[config.mk]
export PLATFORM = sky130hd
export DESIGN_NAME = link_activity_health_tracker_flat
export DESIGN_NICKNAME = d
export VERILOG_FILES = /design/src/rtl/core/laht_pkg.sv /design/src/rtl/core/laht_if.sv /design/src/rtl/core/laht_state.sv /design/src/rtl/core/laht_eval.sv /design/src/rtl/core/link_activity_health_tracker.sv /design/src/flat_wrapper.sv
export SDC_FILE = /design/constraint.sdc
export NUM_CORES = 1
export LEC_CHECK = 0
export ABC_CLOCK_PERIOD_IN_PS = 48000
export BUFFER_PORTS_ARGS = -buffer_cell sky130_fd_sc_hd__buf_2
export CAP_MARGIN = 20
export CORE_MARGIN = 2
export CORE_UTILIZATION = 50
export DETAILED_ROUTE_END_ITERATION = 7
export PLACE_DENSITY = 0.68
export REMOVE_ABC_BUFFERS = 1
export SLEW_MARGIN = 20
export SYNTH_ARGS = -nofsm -noshare
export SYNTH_HDL_FRONTEND = slang
export SYNTH_HIERARCHICAL = 1
export SYNTH_SLANG_ARGS = --single-unit
[constraint.sdc]
create_clock -name i_clk -period 48 [get_ports i_clk]
set_clock_uncertainty 0.05 [all_clocks]
set_input_delay 0 -clock i_clk [delete_from_list [all_inputs] [get_ports i_clk]]
set_output_delay 0 -clock i_clk [all_outputs]
set_load 0.01 [all_outputs]
[src/rtl/core/laht_pkg.sv]
// Shared types and constants of the link activity health tracker.
package laht_pkg;

    // Sizes
    localparam int NUM_LINKS = 2;
    localparam int LINK_W    = 1;
    localparam int CNT_W     = 32;
    localparam int LIMIT_W   = 8;

    localparam logic [CNT_W-1:0]   AGE_MAX     = '1;
    localparam logic [LIMIT_W-1:0] LIMIT_RESET = LIMIT_W'(1);

    // Item kinds
    localparam logic MODE_TICK  = 1'b0;
    localparam logic MODE_DIRTY = 1'b1;

    // Health modes
    localparam logic [1:0] HM_DISABLED = 2'd0;
    localparam logic [1:0] HM_ACTIVE   = 2'd1;
    localparam logic [1:0] HM_FALLBACK = 2'd2;

    // Reason codes
    localparam logic [1:0] RSN_DISCONNECTED = 2'd0;
    localparam logic [1:0] RSN_HEALTHY      = 2'd1;
    localparam logic [1:0] RSN_STALE        = 2'd2;
    localparam logic [1:0] RSN_FALLBACK     = 2'd3;

    // One input word as held in the input register
    typedef struct packed {
        logic              mode;
        logic [LINK_W-1:0] link_index;
        logic [1:0]        health_mode;
        logic              link_connected;
        logic [CNT_W-1:0]  rx_chunk_count;
        logic [CNT_W-1:0]  tx_chunk_count;
        logic [CNT_W-1:0]  status_poll_count;
        logic [CNT_W-1:0]  tx_error_count;
        logic [CNT_W-1:0]  rx_error_count;
    } t_in_word;

    // Per-link tracking state
    typedef struct packed {
        logic             seen_before;
        logic [CNT_W-1:0] last_rx_chunks;
        logic [CNT_W-1:0] last_tx_chunks;
        logic [CNT_W-1:0] last_status_polls;
        logic [CNT_W-1:0] last_tx_errors;
        logic [CNT_W-1:0] last_rx_errors;
        logic [CNT_W-1:0] activity_age;
        logic [CNT_W-1:0] rx_age;
        logic [CNT_W-1:0] tx_age;
        logic             has_published;
        logic             published_available;
        logic [CNT_W-1:0] published_age;
        logic [1:0]       published_reason;
    } t_link_state;

    // One result word
    typedef struct packed {
        logic [LINK_W-1:0] out_link;
        logic              available;
        logic [1:0]        reason;
        logic [CNT_W-1:0]  activity_age;
        logic [CNT_W-1:0]  rx_age;
        logic [CNT_W-1:0]  tx_age;
        logic              error_growth;
        logic              connected_out;
        logic              publish;
    } t_out_word;

    // Evaluation outcome handed from the datapath to the control
    typedef struct packed {
        logic        res_valid;
        logic        wr_en;
        t_link_state next_state;
        t_out_word   result;
    } t_eval;

endpackage

[src/rtl/core/laht_if.sv]
// Channel interfaces of the link activity health tracker.
interface laht_in_if;
    logic                            valid;
    logic                            ready;
    logic                            mode;
    logic [laht_pkg::LINK_W-1:0]     link_index;
    logic [1:0]                      health_mode;
    logic                            link_connected;
    logic [laht_pkg::CNT_W-1:0]      rx_chunk_count;
    logic [laht_pkg::CNT_W-1:0]      tx_chunk_count;
    logic [laht_pkg::CNT_W-1:0]      status_poll_count;
    logic [laht_pkg::CNT_W-1:0]      tx_error_count;
    logic [laht_pkg::CNT_W-1:0]      rx_error_count;

    modport source (
        output valid, mode, link_index, health_mode, link_connected, rx_chunk_count,
               tx_chunk_count, status_poll_count, tx_error_count, rx_error_count,
        input  ready
    );
    modport sink (
        input  valid, mode, link_index, health_mode, link_connected, rx_chunk_count,
               tx_chunk_count, status_poll_count, tx_error_count, rx_error_count,
        output ready
    );
endinterface

interface laht_out_if;
    logic                            valid;
    logic                            ready;
    logic [laht_pkg::LINK_W-1:0]     out_link;
    logic                            available;
    logic [1:0]                      reason;
    logic [laht_pkg::CNT_W-1:0]      activity_age;
    logic [laht_pkg::CNT_W-1:0]      rx_age;
    logic [laht_pkg::CNT_W-1:0]      tx_age;
    logic                            error_growth;
    logic                            connected_out;
    logic                            publish;

    modport source (
        output valid, out_link, available, reason, activity_age, rx_age, tx_age,
               error_growth, connected_out, publish,
        input  ready
    );
    modport sink (
        input  valid, out_link, available, reason, activity_age, rx_age, tx_age,
               error_growth, connected_out, publish,
        output ready
    );
endinterface

interface laht_cfg_if;
    logic                            valid;
    logic                            ready;
    logic [laht_pkg::LIMIT_W-1:0]    healthy_age_limit;

    modport source (output valid, healthy_age_limit, input ready);
    modport sink   (input valid, healthy_age_limit, output ready);
endinterface

[src/rtl/core/laht_state.sv]
// Per-link state registers with one read port and one write port.
module laht_state (
    input  logic                         i_clk,
    input  logic                         i_rst_n,
    input  logic [laht_pkg::LINK_W-1:0]  i_rd_link,
    output laht_pkg::t_link_state        o_rd_state,
    input  logic                         i_wr_en,
    input  logic [laht_pkg::LINK_W-1:0]  i_wr_link,
    input  laht_pkg::t_link_state        i_wr_state
);

    laht_pkg::t_link_state r_state [laht_pkg::NUM_LINKS];

    // Read the addressed link; an out-of-range index reads as zero
    always_comb begin
        o_rd_state = '0;
        for (int k = 0; k < laht_pkg::NUM_LINKS; k++) begin
            if (int'(i_rd_link) == k) begin
                o_rd_state = r_state[k];
            end
        end
    end

    // Write back the updated link
    always_ff @(posedge i_clk) begin
        if (!i_rst_n) begin
            for (int k = 0; k < laht_pkg::NUM_LINKS; k++) begin
                r_state[k] <= '0;
            end
        end else begin
            for (int k = 0; k < laht_pkg::NUM_LINKS; k++) begin
                if (i_wr_en && int'(i_wr_link) == k) begin
                    r_state[k] <= i_wr_state;
                end
            end
        end
    end

endmodule

[src/rtl/core/laht_eval.sv]
// Single-pass evaluation of one word against its link's state.
module laht_eval (
    input  laht_pkg::t_in_word              i_word,
    input  laht_pkg::t_link_state           i_state,
    input  logic [laht_pkg::LIMIT_W-1:0]    i_limit,
    output laht_pkg::t_eval                 o_eval
);

    function automatic logic [laht_pkg::CNT_W-1:0] age_next(
        input logic [laht_pkg::CNT_W-1:0] age,
        input logic                       hit
    );
        logic [laht_pkg::CNT_W-1:0] res;
        if (hit) begin
            res = '0;
        end else if (age == laht_pkg::AGE_MAX) begin
            res = age;
        end else begin
            res = age + laht_pkg::CNT_W'(1);
        end
        return res;
    endfunction

    logic                         in_range;
    logic                         init;
    logic                         rx_hit;
    logic                         tx_hit;
    logic                         poll_hit;
    logic                         any_hit;
    logic                         err_growth;
    logic [laht_pkg::CNT_W-1:0]   act_age;
    logic [laht_pkg::CNT_W-1:0]   rx_age;
    logic [laht_pkg::CNT_W-1:0]   tx_age;
    logic                         avail;
    logic [1:0]                   reason;
    logic                         pub;
    laht_pkg::t_link_state        upd;

    assign in_range = int'(i_word.link_index) < laht_pkg::NUM_LINKS;

    // Growth detection; a wrapped counter does not count as activity
    assign init     = i_state.seen_before;
    assign rx_hit   = init && (i_word.rx_chunk_count > i_state.last_rx_chunks);
    assign tx_hit   = init && (i_word.tx_chunk_count > i_state.last_tx_chunks);
    assign poll_hit = init && (i_word.status_poll_count > i_state.last_status_polls);
    assign any_hit  = (!init && i_word.link_connected) || rx_hit || tx_hit || poll_hit;
    assign err_growth = init && (i_word.health_mode == laht_pkg::HM_ACTIVE) &&
                        ((i_word.tx_error_count > i_state.last_tx_errors) ||
                         (i_word.rx_error_count > i_state.last_rx_errors));

    // Saturating ages, cleared on the first tick of a link
    assign act_age = init ? age_next(i_state.activity_age, any_hit) : '0;
    assign rx_age  = init ? age_next(i_state.rx_age, rx_hit) : '0;
    assign tx_age  = init ? age_next(i_state.tx_age, tx_hit) : '0;

    // Availability and reason
    always_comb begin
        case (i_word.health_mode)
            laht_pkg::HM_ACTIVE: begin
                if (!i_word.link_connected) begin
                    avail  = 1'b0;
                    reason = laht_pkg::RSN_DISCONNECTED;
                end else if (act_age <= laht_pkg::CNT_W'(i_limit)) begin
                    avail  = 1'b1;
                    reason = laht_pkg::RSN_HEALTHY;
                end else begin
                    avail  = 1'b0;
                    reason = laht_pkg::RSN_STALE;
                end
            end
            laht_pkg::HM_FALLBACK: begin
                avail  = i_word.link_connected;
                reason = i_word.link_connected ? laht_pkg::RSN_FALLBACK
                                               : laht_pkg::RSN_DISCONNECTED;
            end
            default: begin
                avail  = 1'b0;
                reason = laht_pkg::RSN_DISCONNECTED;
            end
        endcase
    end

    // Publish when the view moved or nothing is published
    assign pub = !i_state.has_published ||
                 (avail != i_state.published_available) ||
                 (act_age != i_state.published_age) ||
                 (reason != i_state.published_reason);

    // Next link state
    always_comb begin
        upd = i_state;
        if (i_word.mode == laht_pkg::MODE_DIRTY) begin
            upd.has_published = 1'b0;
        end else begin
            upd.seen_before       = 1'b1;
            upd.last_rx_chunks    = i_word.rx_chunk_count;
            upd.last_tx_chunks    = i_word.tx_chunk_count;
            upd.last_status_polls = i_word.status_poll_count;
            upd.last_tx_errors    = i_word.tx_error_count;
            upd.last_rx_errors    = i_word.rx_error_count;
            upd.activity_age      = act_age;
            upd.rx_age            = rx_age;
            upd.tx_age            = tx_age;
            if (pub) begin
                upd.has_published       = 1'b1;
                upd.published_available = avail;
                upd.published_age       = act_age;
                upd.published_reason    = reason;
            end
        end
    end

    always_comb begin
        o_eval.wr_en                = in_range;
        o_eval.res_valid            = in_range && (i_word.mode == laht_pkg::MODE_TICK);
        o_eval.next_state           = upd;
        o_eval.result.out_link      = i_word.link_index;
        o_eval.result.available     = avail;
        o_eval.result.reason        = reason;
        o_eval.result.activity_age  = act_age;
        o_eval.result.rx_age        = rx_age;
        o_eval.result.tx_age        = tx_age;
        o_eval.result.error_growth  = err_growth;
        o_eval.result.connected_out = i_word.link_connected;
        o_eval.result.publish       = pub;
    end

endmodule

[src/rtl/core/link_activity_health_tracker.sv]
// Top level of the link activity health tracker.
//
//  Channel   Dir  Handshake      Word
//  i_in      in   valid/ready    tick or dirty mark for one link, five 32-bit counters
//  o_out     out  valid/ready    availability, reason, three ages, flags, per tick
//  i_cfg     in   valid/ready    healthy_age_limit, always ready
//
//  One word per cycle while no result stalls: input register, one evaluation
//  pass, result register. Each result is registered as the pipeline advances.
//  Dirty marks update state and produce no result.
//  A stalled result holds the pipeline; input ready drops only when both
//  registers are full and the result is not taken.
//  Synchronous active-low reset clears all link state; limit resets to 1.
module link_activity_health_tracker (
    input  logic        i_clk,
    input  logic        i_rst_n,
    laht_in_if.sink     i_in,
    laht_out_if.source  o_out,
    laht_cfg_if.sink    i_cfg
);

    logic                            r_in_valid;
    laht_pkg::t_in_word              r_in;
    logic                            r_out_valid;
    laht_pkg::t_out_word             r_out;
    logic [laht_pkg::LIMIT_W-1:0]    r_limit;

    logic                            adv;
    logic                            in_acc;
    laht_pkg::t_link_state           rd_state;
    laht_pkg::t_eval                 ev;
    laht_pkg::t_in_word              in_word;

    // Pipeline control
    assign adv        = !r_out_valid || o_out.ready;
    assign i_in.ready = !r_in_valid || adv;
    assign in_acc     = i_in.valid && i_in.ready;
    assign i_cfg.ready = 1'b1;

    assign in_word.mode              = i_in.mode;
    assign in_word.link_index        = i_in.link_index;
    assign in_word.health_mode       = i_in.health_mode;
    assign in_word.link_connected    = i_in.link_connected;
    assign in_word.rx_chunk_count    = i_in.rx_chunk_count;
    assign in_word.tx_chunk_count    = i_in.tx_chunk_count;
    assign in_word.status_poll_count = i_in.status_poll_count;
    assign in_word.tx_error_count    = i_in.tx_error_count;
    assign in_word.rx_error_count    = i_in.rx_error_count;

    laht_state u_state (
        .i_clk      (i_clk),
        .i_rst_n    (i_rst_n),
        .i_rd_link  (r_in.link_index),
        .o_rd_state (rd_state),
        .i_wr_en    (r_in_valid && adv && ev.wr_en),
        .i_wr_link  (r_in.link_index),
        .i_wr_state (ev.next_state)
    );

    laht_eval u_eval (
        .i_word  (r_in),
        .i_state (rd_state),
        .i_limit (r_limit),
        .o_eval  (ev)
    );

    // Control registers
    always_ff @(posedge i_clk) begin
        if (!i_rst_n) begin
            r_in_valid  <= 1'b0;
            r_out_valid <= 1'b0;
            r_limit     <= laht_pkg::LIMIT_RESET;
        end else begin
            if (in_acc) begin
                r_in_valid <= 1'b1;
            end else if (adv) begin
                r_in_valid <= 1'b0;
            end
            if (adv) begin
                r_out_valid <= r_in_valid && ev.res_valid;
            end
            if (i_cfg.valid) begin
                r_limit <= i_cfg.healthy_age_limit;
            end
        end
    end

    // Payload registers
    always_ff @(posedge i_clk) begin
        if (in_acc) begin
            r_in <= in_word;
        end
        if (adv) begin
            r_out <= ev.result;
        end
    end

    assign o_out.valid         = r_out_valid;
    assign o_out.out_link      = r_out.out_link;
    assign o_out.available     = r_out.available;
    assign o_out.reason        = r_out.reason;
    assign o_out.activity_age  = r_out.activity_age;
    assign o_out.rx_age        = r_out.rx_age;
    assign o_out.tx_age        = r_out.tx_age;
    assign o_out.error_growth  = r_out.error_growth;
    assign o_out.connected_out = r_out.connected_out;
    assign o_out.publish       = r_out.publish;

endmodule

[src/flat_wrapper.sv]
// flat-port wrapper written by rule: the top's interface ports become plain ports
module link_activity_health_tracker_flat 
  (i_clk, i_rst_n, i_in_valid, i_in_mode, i_in_link_index, i_in_health_mode, i_in_link_connected, i_in_rx_chunk_count, i_in_tx_chunk_count, i_in_status_poll_count, i_in_tx_error_count, i_in_rx_error_count, i_in_ready, o_out_valid, o_out_out_link, o_out_available, o_out_reason, o_out_activity_age, o_out_rx_age, o_out_tx_age, o_out_error_growth, o_out_connected_out, o_out_publish, o_out_ready, i_cfg_valid, i_cfg_healthy_age_limit, i_cfg_ready);
  laht_in_if i_in_i ();
  laht_out_if o_out_i ();
  laht_cfg_if i_cfg_i ();
  input  logic i_clk;
  input  logic i_rst_n;
  input wire logic [$bits(i_in_i.valid)-1:0] i_in_valid;
  input wire logic [$bits(i_in_i.mode)-1:0] i_in_mode;
  input wire logic [$bits(i_in_i.link_index)-1:0] i_in_link_index;
  input wire logic [$bits(i_in_i.health_mode)-1:0] i_in_health_mode;
  input wire logic [$bits(i_in_i.link_connected)-1:0] i_in_link_connected;
  input wire logic [$bits(i_in_i.rx_chunk_count)-1:0] i_in_rx_chunk_count;
  input wire logic [$bits(i_in_i.tx_chunk_count)-1:0] i_in_tx_chunk_count;
  input wire logic [$bits(i_in_i.status_poll_count)-1:0] i_in_status_poll_count;
  input wire logic [$bits(i_in_i.tx_error_count)-1:0] i_in_tx_error_count;
  input wire logic [$bits(i_in_i.rx_error_count)-1:0] i_in_rx_error_count;
  output wire logic [$bits(i_in_i.ready)-1:0] i_in_ready;
  output wire logic [$bits(o_out_i.valid)-1:0] o_out_valid;
  output wire logic [$bits(o_out_i.out_link)-1:0] o_out_out_link;
  output wire logic [$bits(o_out_i.available)-1:0] o_out_available;
  output wire logic [$bits(o_out_i.reason)-1:0] o_out_reason;
  output wire logic [$bits(o_out_i.activity_age)-1:0] o_out_activity_age;
  output wire logic [$bits(o_out_i.rx_age)-1:0] o_out_rx_age;
  output wire logic [$bits(o_out_i.tx_age)-1:0] o_out_tx_age;
  output wire logic [$bits(o_out_i.error_growth)-1:0] o_out_error_growth;
  output wire logic [$bits(o_out_i.connected_out)-1:0] o_out_connected_out;
  output wire logic [$bits(o_out_i.publish)-1:0] o_out_publish;
  input wire logic [$bits(o_out_i.ready)-1:0] o_out_ready;
  input wire logic [$bits(i_cfg_i.valid)-1:0] i_cfg_valid;
  input wire logic [$bits(i_cfg_i.healthy_age_limit)-1:0] i_cfg_healthy_age_limit;
  output wire logic [$bits(i_cfg_i.ready)-1:0] i_cfg_ready;
  assign i_in_i.valid = i_in_valid;
  assign i_in_i.mode = i_in_mode;
  assign i_in_i.link_index = i_in_link_index;
  assign i_in_i.health_mode = i_in_health_mode;
  assign i_in_i.link_connected = i_in_link_connected;
  assign i_in_i.rx_chunk_count = i_in_rx_chunk_count;
  assign i_in_i.tx_chunk_count = i_in_tx_chunk_count;
  assign i_in_i.status_poll_count = i_in_status_poll_count;
  assign i_in_i.tx_error_count = i_in_tx_error_count;
  assign i_in_i.rx_error_count = i_in_rx_error_count;
  assign i_in_ready = i_in_i.ready;
  assign o_out_valid = o_out_i.valid;
  assign o_out_out_link = o_out_i.out_link;
  assign o_out_available = o_out_i.available;
  assign o_out_reason = o_out_i.reason;
  assign o_out_activity_age = o_out_i.activity_age;
  assign o_out_rx_age = o_out_i.rx_age;
  assign o_out_tx_age = o_out_i.tx_age;
  assign o_out_error_growth = o_out_i.error_growth;
  assign o_out_connected_out = o_out_i.connected_out;
  assign o_out_publish = o_out_i.publish;
  assign o_out_i.ready = o_out_ready;
  assign i_cfg_i.valid = i_cfg_valid;
  assign i_cfg_i.healthy_age_limit = i_cfg_healthy_age_limit;
  assign i_cfg_ready = i_cfg_i.ready;
  link_activity_health_tracker u_core (.i_clk(i_clk), .i_rst_n(i_rst_n), .i_in(i_in_i), .o_out(o_out_i), .i_cfg(i_cfg_i));
endmodule
Word-level counts from Yosys, hierarchy flattened. Memories as Yosys holds them, arrays and structs flattened. Index checks and enable logic that the tools add are counted.

Mux-type cells: 32. Reductions and logical operators: 25. Eq/ne operators: 8. Add/sub/neg operators: 3. Bitwise logic cells: 4. Magnitude comparators: 6.

Operator list (number): two-way mux 293 bit (3); two-way mux 32 bit (9); two-way mux 257 bit (1); greater-than comparator 32 bit (5); adder 32 x 1 -> 32 bit (second input constant) (3); == test 32 bit (second input constant) (3); two-way mux 36 bit (1); two-way mux 35 bit (1); less-or-equal comparator 32 x 8 -> 1 bit (1); inequality test 32 bit (1); two-way mux 1 bit (12); logical AND 1 bit (11); logical OR 1 bit (9); two-way mux 2 bit (3); logical NOT 1 bit (4); case mux 2 bit (2 select lines) (1); == test 2 x 1 -> 1 bit (second input constant) (1); == test 2 bit (second input constant) (1); inequality test 2 bit (1); inverter 1 bit (2); OR 1 bit (2); case mux 1 bit (2 select lines) (1); nonzero test 2 bit (1); inequality test 1 bit (1).

Bits of input ports: 178. Bits in writable memories: 586. Register bits: 278. Output and inout bits: 106. Memories: 1.

Memory list: u_core.u_state.r_state (depth 2, bits a word 293, rd ports 2, clocked after memory_dff 0, wr ports 2, line laht_state.sv:12) `laht_pkg::t_link_state r_state [laht_pkg::NUM_LINKS];`.

Longest topological paths before layout. An unclocked memory read counts as a cell.

Word-level depth: 20. Mapped depth: 29. Mapped depth without buffers: 23.

Cells and area by module. The synthesis kept the hierarchy.

Modules (own cells, without submodules): laht_state (cells an instance 1274, times used 1, seq. area each 17596.9 um^2, area an instance 24447.2 um^2); laht_eval (cells an instance 1707, times used 1, seq. area each 0.0 um^2, area an instance 11770.0 um^2); link_activity_health_tracker (cells an instance 308, times used 1, seq. area each 8247.9 um^2, area an instance 8461.9 um^2).

Worst setup path before layout. No wires, ideal clock.

Kind: register to register. Start point: register u_core.r_out_valid, in the netlist u_core/o_out.valid. End point: memory u_core/u_state/r_state[0][0] (netlist bit) (enable). Slack: 23.927 ns. Setup time: 1.352 ns. Cell stages (with the launch flop): 7. Arrival: 22.671 ns. Data required time: 46.598 ns. Cell sequence: dfxtp_1 nor2b_4 inv_2 and3_1 clkbuf_1 inv_1 o21ai_0.

RTL lines: start: declaration (line link_activity_health_tracker.sv:24) `logic r_out_valid;`; start signal: assignment (line link_activity_health_tracker.sv:80) `r_out_valid <= r_in_valid && ev.res_valid;`; end: declaration (line laht_state.sv:12).

==> flow_summary.toml <==
[outcome]
outcome = "finished, violations left"
violations = "design-rule violations"

[placement]
dp.final_hpwl_um = 59900
io_buffers = 282
placedInstanceArea_um2 = 46800
routabilityCongestion = 0.922

[global_routing]
grt_pass1_vias = 28282
track_usage_pct = 22.0
grt.met1_usage_pct = 30.0
grt-ovfl-total = 0
grt.busiest_layer = "met2"
use_met3_pct = 3.04
grt_pass1_wl_um = 158000
grt_max_degree = 165
use_met2_pct = 36.9
antenna_found_initial = 1

[cts]
cts_root_buf = "clkbuf_16"
insertion_delay_ps = 670
tritoncts = "done"
ctsResizeCount = 0
post_cts_buffers = 0
cts_sinks = 864
htree_levels = 3
path_clk_slew_ps = 60
ctsLongestPathBuffers = 3
cts_hold_buf = 314
cts_buffers = 93

[synth]
synth_edf_count = 854
ys_seq_area_share_pct = 57.8
synth.cell_area_um2 = 44700
syn_area_per_cell_um2 = 13.6
synth_top_area_share_pct = 57.4
synth_top_flop_cell = "edfxtp_1"
yosysTopAreaCell = "edfxtp_1"
syn_inst = 3289
synth_commonest_cells = "edfxtp_1 (854), and3_1 (309), mux2_4 (299), nand2_1 (223), inv_1 (189)"
yosysMostFrequentCell = "edfxtp_1"
yosys-top-cells-area = "edfxtp_1 (57%), mux2_4 (10%), ha_1 (4.8%)"
ys_ff_latch = 864
ys.warnings.count = 6
async_flop_share_pct = 0
synth_cell_type_count = 81

[sta]
rsz0062_at_grt = "no"
max_freq_ghz = 0.0997
slew_headroom_pct = 25.5
finalCritPeriodShare_pct = 20.9
slew_viol_final = 0
setup_viol = 0
finalHoldViolCount = 0
hold_slack_ps = 31.0
period_minus_slack_ps = 10030
worstMarginPinSlew_ps = 1120

[pwr]
leakage_nw = 22.2
peakVddDrop_uv = 31.9
powerDensity_nw_per_um2 = 34.9

[floorplanning]
core_area_um2 = 88500
ios = 284
start_util_pct = 50.5
num_rows = 109
die-area_um2 = 91800
fp.dieH_um = 303
die_w_um = 303

[detailed_routing]
via_count = 28359
dr.first_iter.drc_count = 2378
wirelength_um = 103000
drcViolationCount = 16
wl_per_cell_um = 20.3
viasPerCell = 5.60
ant_nets = 0
dr.pass1.iters = 8

[final_layout]
fin_area_um2 = 53100
final_nets = 4175
diodes = 0
drive_gt1_share_pct = 24.9
final_util_pct = 60.0
area_delta_synth_final_pct = 18.8

[worst_hold_path]
min_path_type = "primary input to register"

[critical_path]
worst_path_max_delay_cell = "buf_4"
max_stage_delay_ps = 790
worstPathRequired_ps = 48350
cp_max_fo = 97
start_kind = "register"
crit_type = "register to register"
arrival_ps = 10380
critPathCaptureType = "register"
cpMostUsedCell = "buf_4"

[run]
max_cap_viol_count = 0
-- power breakdown --
part           switching [mW]  internal [mW]  leakage (nW)  total [mW]
clock                   0.299          0.444          1.53       0.743
combinational           0.121          0.104          11.7       0.225
sequential             0.0140          0.872          9.02       0.886
-- worst max-delay path: cells and delay by family, from the launching register on --
kind                     cells  cell delay [ps]
AO/OA/AOI/OAI                7             2120
adder cells (fa/ha/maj)      2              540
buffers and inverters        6             2960
flip-flops                   1              320
multiplexers                 2              690
AND/OR/NAND/NOR             11             2850
-- final timing paths --
path,from,to,slack [ps],cells after the start
max,u_core/r_in[163]$_DFFE_PP_,u_core/u_state/r_state[0][13]$_DFFE_PP_,37970,28
min,i_in_status_poll_count[27],u_core/r_in[91]$_DFFE_PP_,30,2
max reg2reg,u_core/r_in[163]$_DFFE_PP_,u_core/u_state/r_state[0][13]$_DFFE_PP_,37970,28
min reg2reg,u_core/r_in_valid$_SDFFE_PN0P_,u_core/r_in_valid$_SDFFE_PN0P_,520,2
-- layer usage --
metal | part of all wire [%] | vias to the layer above | wire length (um)
li1 | - | 13457 | -
met5 | 0 | - | 0
met1 | 45 | 13877 | 45700
met3 | 5.3 | 144 | 5470
met2 | 48 | 881 | 49200
met4 | 2.2 | 0 | 2280
-- cells in the final DEF (no fill, tap or decap), drive strengths merged, types with 112 or more instances in the layout --
cell type / Yosys / layout
dlygate4sd3: 0 / 314
nor2: 138 / 138
mux2: 485 / 485
inv: 190 / 195
buf: 92 / 312
edfxtp: 854 / 854
and3: 309 / 309
nand2: 223 / 223
clkbuf: 95 / 112
ha: 173 / 173
-- sequential cells by signal, summed over array words and instances (netlist names), 2 cells and up --
signal,flops
u_core/r_limit,8
u_core/u_state/r_state,586
u_core/o_out.activity_age,32
u_core/o_out.reason,2
u_core/o_out.rx_age,32
u_core/o_out.tx_age,32
u_core/r_in,165
-- layout make-up --
type / instances / area (um2)
multi-input cells: 2048 / 17100
well taps: 1165 / 1460
clock inverters: 63 / 727
repair buffers: 627 / 4850
clock buffers: 111 / 2440
inverters: 190 / 716
flip-flops and latches: 864 / 25800
fillers: 6731 / 35400
-- cell families (layout without fill, tap and decap cells) --
family	after synthesis	after routing	synth area share (%)
and+or+nand+nor	951	951	11.5
DFF	864	864	57.8
muxes	500	500	15.1
buffers and inverters	377	991	4.07
AOI/OAI and AO/OA	330	330	4.86
adders and majority gates	173	173	4.84
xor gates and xnor gates	92	92	1.82
other	2	2	0.0168
-- stage by stage --
| step | power (mW) | cells | TNS (ps) | setup WS, ps |
|---|---|---|---|---|
| finish | 1.85 | 5068 | 0 | 37970 |
| global route | 1.93 | 5068 | 0 | 37310 |
| CTS | 1.87 | 5068 | 0 | 37870 |
| detailed placement | 1.10 | 4580 | 0 | 37910 |
| global placement | 1.10 | 4580 | 0 | 38110 |
| floorplan | 1.08 | 3102 | -2098950 | -7160 |
(Power assumes the default switching activity.)
